**config.mk**
```make
export PLATFORM = sky130hd
export DESIGN_NAME = double_click_window_detector
export DESIGN_NICKNAME = d
export VERILOG_FILES = /design/src/hdl/dcwd_pkg.sv /design/src/hdl/double_click_window_detector.sv
export SDC_FILE = /design/constraint.sdc
export NUM_CORES = 1
export LEC_CHECK = 0
export BUFFER_PORTS_ARGS = -buffer_cell sky130_fd_sc_hd__buf_2
export CAP_MARGIN = 20
export CORE_UTILIZATION = 57
export DETAILED_ROUTE_END_ITERATION = 16
export PLACE_DENSITY_LB_ADDON = 0.1
export SYNTH_ARGS = -nofsm -noshare
export SYNTH_HDL_FRONTEND = slang
export SYNTH_SLANG_ARGS = --single-unit
```
**constraint.sdc**
```tcl
create_clock -name clk -period 6.8 [get_ports clk]
set_input_delay 1.7 -clock clk [delete_from_list [all_inputs] [get_ports clk]]
set_output_delay 1.7 -clock clk [all_outputs]
set_load 0.1 [all_outputs]
```
**src/hdl/dcwd_pkg.sv**
```systemverilog
// dcwd_pkg: shared types and constants for the double-click window detector
// no dependencies; used by double_click_window_detector
`timescale 1ns / 1ps

package dcwd_pkg;

  // operation codes of an input transaction
  typedef enum logic [1:0] {
    OP_START   = 2'd0,
    OP_TICK    = 2'd1,
    OP_CONSUME = 2'd2
  } op_t;

  // configuration register indexes
  typedef enum logic [1:0] {
    CFG_WINDOW_TICKS       = 2'd0,
    CFG_LONG_PRESS_TICKS   = 2'd1,
    CFG_DOUBLE_CLICK_TICKS = 2'd2
  } cfg_idx_t;

  localparam int unsigned CFG_WIDTH = 16;

  // register values after reset
  localparam logic [CFG_WIDTH-1:0] WINDOW_TICKS_RST       = 16'd300;
  localparam logic [CFG_WIDTH-1:0] LONG_PRESS_TICKS_RST   = 16'd80;
  localparam logic [CFG_WIDTH-1:0] DOUBLE_CLICK_TICKS_RST = 16'd40;

endpackage

```
**src/hdl/double_click_window_detector.sv**
```systemverilog
// double_click_window_detector: top level, window timing and click detection
// depends on dcwd_pkg (op codes, register indexes, reset values)
`timescale 1ns / 1ps

// Usage
//   in_*  : one transaction per command: start window, sample tick or consume.
//           A sample tick carries the debounced button level (1 released).
//   out_* : exactly one result transaction per input transaction, in order,
//           with the latched double-click flag and the window state.
//   cfg_* : register writes (window length, long-press limit, double-click
//           gap), always ready. The user writes only while no transaction
// is in flight; the block does not enforce it. The result is in the output
// register on the cycle after acceptance. Throughput is one transaction per
// cycle unless out_ready stalls, set by the single state update in between.
// in_ready stays high while the output register is empty or being taken, so
// a stalled receiver holds off new input after one result is parked.
// Synchronous reset loads the default register values, closes the window,
// clears the latch and click history and empties the output register.
module double_click_window_detector #(
  parameter int unsigned TIME_WIDTH = 16
) (
  input  logic                          clk,
  input  logic                          rst_n,
  input  logic                          in_valid,
  output logic                          in_ready,
  input  logic [1:0]                    in_operation,
  input  logic                          in_button_released,
  output logic                          out_valid,
  input  logic                          out_ready,
  output logic                          out_toggle_requested,
  output logic                          out_window_open,
  input  logic                          cfg_valid,
  output logic                          cfg_ready,
  input  logic [1:0]                    cfg_index,
  input  logic [dcwd_pkg::CFG_WIDTH-1:0] cfg_data
);

  localparam int unsigned CW =
    (TIME_WIDTH > dcwd_pkg::CFG_WIDTH) ? TIME_WIDTH : dcwd_pkg::CFG_WIDTH;
  localparam logic [TIME_WIDTH-1:0] TIME_MAX = {TIME_WIDTH{1'b1}};

  // configuration registers
  logic [dcwd_pkg::CFG_WIDTH-1:0] window_ticks_r;
  logic [dcwd_pkg::CFG_WIDTH-1:0] long_press_ticks_r;
  logic [dcwd_pkg::CFG_WIDTH-1:0] double_click_ticks_r;

  // detector state
  logic                  previous_level_r, previous_level_nxt;
  logic [TIME_WIDTH-1:0] tick_count_r, tick_count_nxt;
  logic                  press_valid_r, press_valid_nxt;
  logic [TIME_WIDTH-1:0] press_time_r, press_time_nxt;
  logic                  click_valid_r, click_valid_nxt;
  logic [TIME_WIDTH-1:0] click_release_time_r, click_release_time_nxt;
  logic                  toggle_latch_r, toggle_latch_nxt;
  logic                  window_active_r, window_active_nxt;

  // output register
  logic out_valid_r, out_valid_nxt;
  logic out_toggle_r, out_toggle_nxt;
  logic out_window_r, out_window_nxt;

  logic               in_fire;
  dcwd_pkg::op_t      op;
  logic [TIME_WIDTH-1:0] duration;
  logic [TIME_WIDTH-1:0] gap_old;
  logic [TIME_WIDTH-1:0] gap_new;
  logic               latch_hit;

  assign cfg_ready = 1'b1;
  assign in_ready  = !out_valid_r || out_ready;
  assign in_fire   = in_valid && in_ready;
  assign op        = dcwd_pkg::op_t'(in_operation);

  assign out_valid            = out_valid_r;
  assign out_toggle_requested = out_toggle_r;
  assign out_window_open      = out_window_r;

  // elapsed times, modulo the time width
  assign duration = tick_count_r - press_time_r;
  assign gap_old  = tick_count_r - click_release_time_r;

  // next detector state for the accepted transaction
  always_comb begin
    previous_level_nxt     = previous_level_r;
    tick_count_nxt         = tick_count_r;
    press_valid_nxt        = press_valid_r;
    press_time_nxt         = press_time_r;
    click_valid_nxt        = click_valid_r;
    click_release_time_nxt = click_release_time_r;
    toggle_latch_nxt       = toggle_latch_r;
    window_active_nxt      = window_active_r;
    latch_hit              = 1'b0;
    gap_new                = '0;
    if (in_fire) begin
      case (op)
        dcwd_pkg::OP_START: begin
          previous_level_nxt     = in_button_released;
          tick_count_nxt         = '0;
          press_valid_nxt        = 1'b0;
          press_time_nxt         = '0;
          click_valid_nxt        = 1'b0;
          click_release_time_nxt = '0;
          toggle_latch_nxt       = 1'b0;
          window_active_nxt      = (window_ticks_r != '0);
        end
        dcwd_pkg::OP_TICK: begin
          if (window_active_r) begin
            // edge handling
            if (previous_level_r && !in_button_released) begin
              press_valid_nxt = 1'b1;
              press_time_nxt  = tick_count_r;
            end else if (!previous_level_r && in_button_released && press_valid_r) begin
              press_valid_nxt = 1'b0;
              if (CW'(duration) < CW'(long_press_ticks_r)) begin
                if (click_valid_r && CW'(gap_old) <= CW'(double_click_ticks_r)) begin
                  toggle_latch_nxt  = 1'b1;
                  window_active_nxt = 1'b0;
                  latch_hit         = 1'b1;
                end else begin
                  click_valid_nxt        = 1'b1;
                  click_release_time_nxt = tick_count_r;
                end
              end else begin
                click_valid_nxt = 1'b0;
              end
            end
            // expiry, level tracking and window timing
            if (!latch_hit) begin
              gap_new = tick_count_r - click_release_time_nxt;
              if (click_valid_nxt && CW'(gap_new) > CW'(double_click_ticks_r)) begin
                click_valid_nxt = 1'b0;
              end
              previous_level_nxt = in_button_released;
              if (tick_count_r != TIME_MAX) begin
                tick_count_nxt = tick_count_r + 1'b1;
              end
              if (CW'(tick_count_nxt) >= CW'(window_ticks_r)) begin
                window_active_nxt = 1'b0;
              end
            end
          end
        end
        dcwd_pkg::OP_CONSUME: begin
          toggle_latch_nxt = 1'b0;
        end
        default: begin
        end
      endcase
    end
  end

  // result of the accepted transaction
  always_comb begin
    out_valid_nxt  = out_valid_r;
    out_toggle_nxt = out_toggle_r;
    out_window_nxt = out_window_r;
    if (in_fire) begin
      out_valid_nxt  = 1'b1;
      out_toggle_nxt = (op == dcwd_pkg::OP_CONSUME) ? toggle_latch_r : toggle_latch_nxt;
      out_window_nxt = window_active_nxt;
    end else if (out_ready) begin
      out_valid_nxt = 1'b0;
    end
  end

  // configuration writes
  always_ff @(posedge clk) begin
    if (!rst_n) begin
      window_ticks_r       <= dcwd_pkg::WINDOW_TICKS_RST;
      long_press_ticks_r   <= dcwd_pkg::LONG_PRESS_TICKS_RST;
      double_click_ticks_r <= dcwd_pkg::DOUBLE_CLICK_TICKS_RST;
    end else if (cfg_valid && cfg_ready) begin
      case (dcwd_pkg::cfg_idx_t'(cfg_index))
        dcwd_pkg::CFG_WINDOW_TICKS:       window_ticks_r       <= cfg_data;
        dcwd_pkg::CFG_LONG_PRESS_TICKS:   long_press_ticks_r   <= cfg_data;
        dcwd_pkg::CFG_DOUBLE_CLICK_TICKS: double_click_ticks_r <= cfg_data;
        default: begin
        end
      endcase
    end
  end

  // detector state and output valid
  always_ff @(posedge clk) begin
    if (!rst_n) begin
      previous_level_r     <= 1'b1;
      tick_count_r         <= '0;
      press_valid_r        <= 1'b0;
      press_time_r         <= '0;
      click_valid_r        <= 1'b0;
      click_release_time_r <= '0;
      toggle_latch_r       <= 1'b0;
      window_active_r      <= 1'b0;
      out_valid_r          <= 1'b0;
    end else begin
      previous_level_r     <= previous_level_nxt;
      tick_count_r         <= tick_count_nxt;
      press_valid_r        <= press_valid_nxt;
      press_time_r         <= press_time_nxt;
      click_valid_r        <= click_valid_nxt;
      click_release_time_r <= click_release_time_nxt;
      toggle_latch_r       <= toggle_latch_nxt;
      window_active_r      <= window_active_nxt;
      out_valid_r          <= out_valid_nxt;
    end
  end

  // output payload
  always_ff @(posedge clk) begin
    out_toggle_r <= out_toggle_nxt;
    out_window_r <= out_window_nxt;
  end

endmodule

```
==> results.json <==
{
  "outcome": "finished clean",
  "cts_buffers": 9,
  "synth_top_family_by_area": "compound AO/OA/AOI/OAI gates",
  "ys_seq_area_frac": 0.258,
  "yosysWarnings": 0,
  "setup_violations": 0,
  "setup.worst_path.start_class": "flop",
  "synth_most_common_cell": "nand2_1",
  "wl_per_cell_um": 17.8,
  "drc": 0,
  "drv_slew": 0,
  "synth-simple-area-share": 0.205,
  "synth-edff-count": 2,
  "swShare": 0.278,
  "dpl-instance-area_um2": 8990,
  "antenna_found_initial": 0,
  "top_level_ports": 31,
  "grt_pass1_vias": 7262,
  "first_pass_iters": 5,
  "p_leak_uw": 0.00421,
  "synthMuxAreaShare": 0.0198,
  "cp.required_ns": 7.04,
  "cp_max_fo": 3,
  "num_rows": 43,
  "clockBufferDepth": 2,
  "grt_overflow": 0,
  "fin_crit_sh": 0.971,
  "dp_hpwl_mm": 18.2,
  "crit_top_cell": "buf_4",
  "cap_violations": 0,
  "synth_nets": 1174,
  "max-vdd-ir-drop_mv": 0.120,
  "rsz0062_at_grt": "true",
  "internal_power_uw": 939,
  "worstSkewPairLatency_ns": 0.37,
  "start_util": 0.586,
  "core_um2": 13900,
  "cts_hold_buf": 0,
  "drt-initial-drc-count": 626,
  "ys.flop_type": "dfxtp_1",
  "timing.fmax_mhz": 151,
  "slowest_stage": "ha_1",
  "clock_power_share": 0.412,
  "final_area_um2": 9750,
  "hold_path.class": "reg2reg",
  "cts.sinks": 104,
  "gp_congestion": 0.916,
  "synth_top_area_frac": 0.251,
  "grt_start_max_net_pins": 102,
  "synth-adder-area-share": 0.175,
  "synthXorXnorAreaFrac": 0.0430,
  "slew_headroom": 0.313,
  "critPathKind": "reg2reg",
  "detail_route.wirelength_mm": 23.5,
  "root_buffer": "clkbuf_16",
  "power_frac_seq": 0.484,
  "synth_area_leader_cell": "dfxtp_1",
  "crit_buf_inv": 7,
  "fin_crit_ns": 6.60,
  "grtUsageTotal": 0.326,
  "clock_skew_ns": 0.0134,
  "power_frac_comb": 0.104,
  "path_clk_slew_ns": 0.07,
  "power_density_nw_per_um2": 133,
  "finalNonFillerCells": 1316,
  "finalHoldViolCount": 0,
  "end_kind": "flop",
  "grt_pass1_wl_mm": 36.8,
  "drive_gt1_frac": 0.195,
  "synth_common_cells": "nand2_1, ha_1, dfxtp_1, inv_1, a21boi_0",
  "die_w_um": 122,
  "antenna_left": 0,
  "synth_compound_area_frac": 0.230,
  "vias": 7756,
  "async_reset_ff_frac": 0,
  "cts_tree": "yes",
  "synth.distinct_cells": 68,
  "synthTopCellsByArea": "dfxtp_1, ha_1, nand2_1, a21boi_0, inv_1",
  "p_sw_uw": 361,
  "dp_cells": 1289,
  "routed_via_density": 5.89,
  "synthCells": 1036,
  "fin_nets": 1269,
  "ys_ff_latch": 104,
  "crit_family": "compound AO/OA/AOI/OAI gates",
  "port-buffer-count": 29,
  "dieArea_um2": 14800,
  "antenna_cells": 0,
  "arrival_ns": 6.84,
  "htree_levels": 3,
  "netlist_area_um2": 8140,
  "avgSynthCellArea_um2": 7.86,
  "slowest_delay_ns": 0.39,
  "die_y_um": 122,
  "worst_pin_slew_ns": 1.02,
  "syn_to_final_growth_pct": 19.8
}
repair_timing:
action                                  4_1_cts  5_1_grt
endpoints found under the setup margin        1        1
buffers inserted                              3        7
gates resized for setup                      28       66
pin swaps                                    15       50
endpoints found under the hold margin         0        0
per-layer routing:
layer,routed length [um],global-route usage
met5,0,0
met4,786,0.127
met3,1280,0.0526
met2,10600,0.525
met1,10800,0.434
metrics by stage:
| stage | util | hold WS, ns | power, uW | setup WS (ns) | setup TNS (ns) |
|---|---|---|---|---|---|
| after CTS | 0.678 | 0.469 | 1300 | 0.0101 | 0 |
| after floorplan | - | 0.441 | 723 | 0.0200 | 0 |
| after global placement | 0.647 | 0.453 | 765 | -0.0990 | -0.0990 |
| after detailed placement | 0.647 | 0.458 | 766 | -0.319 | -0.319 |
| after global routing | 0.703 | 0.489 | 1340 | -0.164 | -0.164 |
| final | 0.703 | 0.467 | 1300 | 0.196 | 0 |
cells by family (layout without fill, tap and decap cells):
group                      count (synthesis)  count (layout)
adders and majority gates                112             112
AOI/OAI and AO/OA                        268             268
and+or+nand+nor                          354             354
xor gates and xnor gates                  40              40
DFF                                      104             104
other                                      1               1
muxes                                     16              16
buffers and inverters                    141             241
layout by cell type, fill, tap and decap left out, types with 9 or more instances in the layout:
cell type / n
and3_1: 12
a21oi_2: 9
nand2_1: 150
mux2i_1: 13
o21a_1: 13
nor2_1: 57
a22o_1: 16
xor2_1: 10
dfxtp_1: 96
buf_2: 29
nor2b_1: 10
a21oi_1: 41
clkbuf_16: 9
buf_4: 92
o21ai_0: 24
nand3_1: 37
inv_1: 96
nand4_1: 20
o211ai_1: 14
a21boi_0: 63
nor3_1: 11
ha_1: 102
a21o_1: 13
xnor2_1: 29
registers in the layout, indices dropped and copies added (netlist names):
name                  cells
click_release_time_r     16
previous_level_r          1
double_click_ticks_r     16
out_toggle_requested      1
long_press_ticks_r       16
window_active_r           1
press_time_r             16
toggle_latch_r            1
out_window_open           1
tick_count_r             16
press_valid_r             1
click_valid_r             1
window_ticks_r           16
out_valid                 1
path summary, 6_finish.rpt:
kind	slack, ns	from	depth (start not counted)	endpoint
max	0.20	tick_count_r[1]$_SDFFE_PN0P_	36	click_valid_r$_SDFFE_PN0P_
min	0.47	long_press_ticks_r[10]$_SDFFE_PN0P_	2	long_press_ticks_r[10]$_SDFFE_PN0P_
max reg2reg	0.20	tick_count_r[1]$_SDFFE_PN0P_	36	click_valid_r$_SDFFE_PN0P_
min reg2reg	0.47	long_press_ticks_r[10]$_SDFFE_PN0P_	2	long_press_ticks_r[10]$_SDFFE_PN0P_
worst min-delay path: cells and delay by family, from the launching register on:
kind	cells	cell delay (ns)
AND/OR/NAND/NOR	1	0.04
AO/OA/AOI/OAI	1	0.06
flip-flops	1	0.31
cell type report:
class,instances,area (um2)
multi-input combinational,791,5840
fill,1174,4130
timing repair buffer,126,896
inverter,99,372
clock inverter,6,70.1
clock buffer,10,239
tap,180,225
sequential,104,2110
power by group through the flow:
stage	Combinational, uW	Clock (uW)	Sequential (uW)
6_report	135	536	630
5_1_grt	147	565	631
4_1_cts	124	544	630
3_5_place_dp	122	0	644
3_3_place_gp	121	0	644
2_1_floorplan	72.1	0	651
Note: power is estimated with default switching activity, not from simulation.
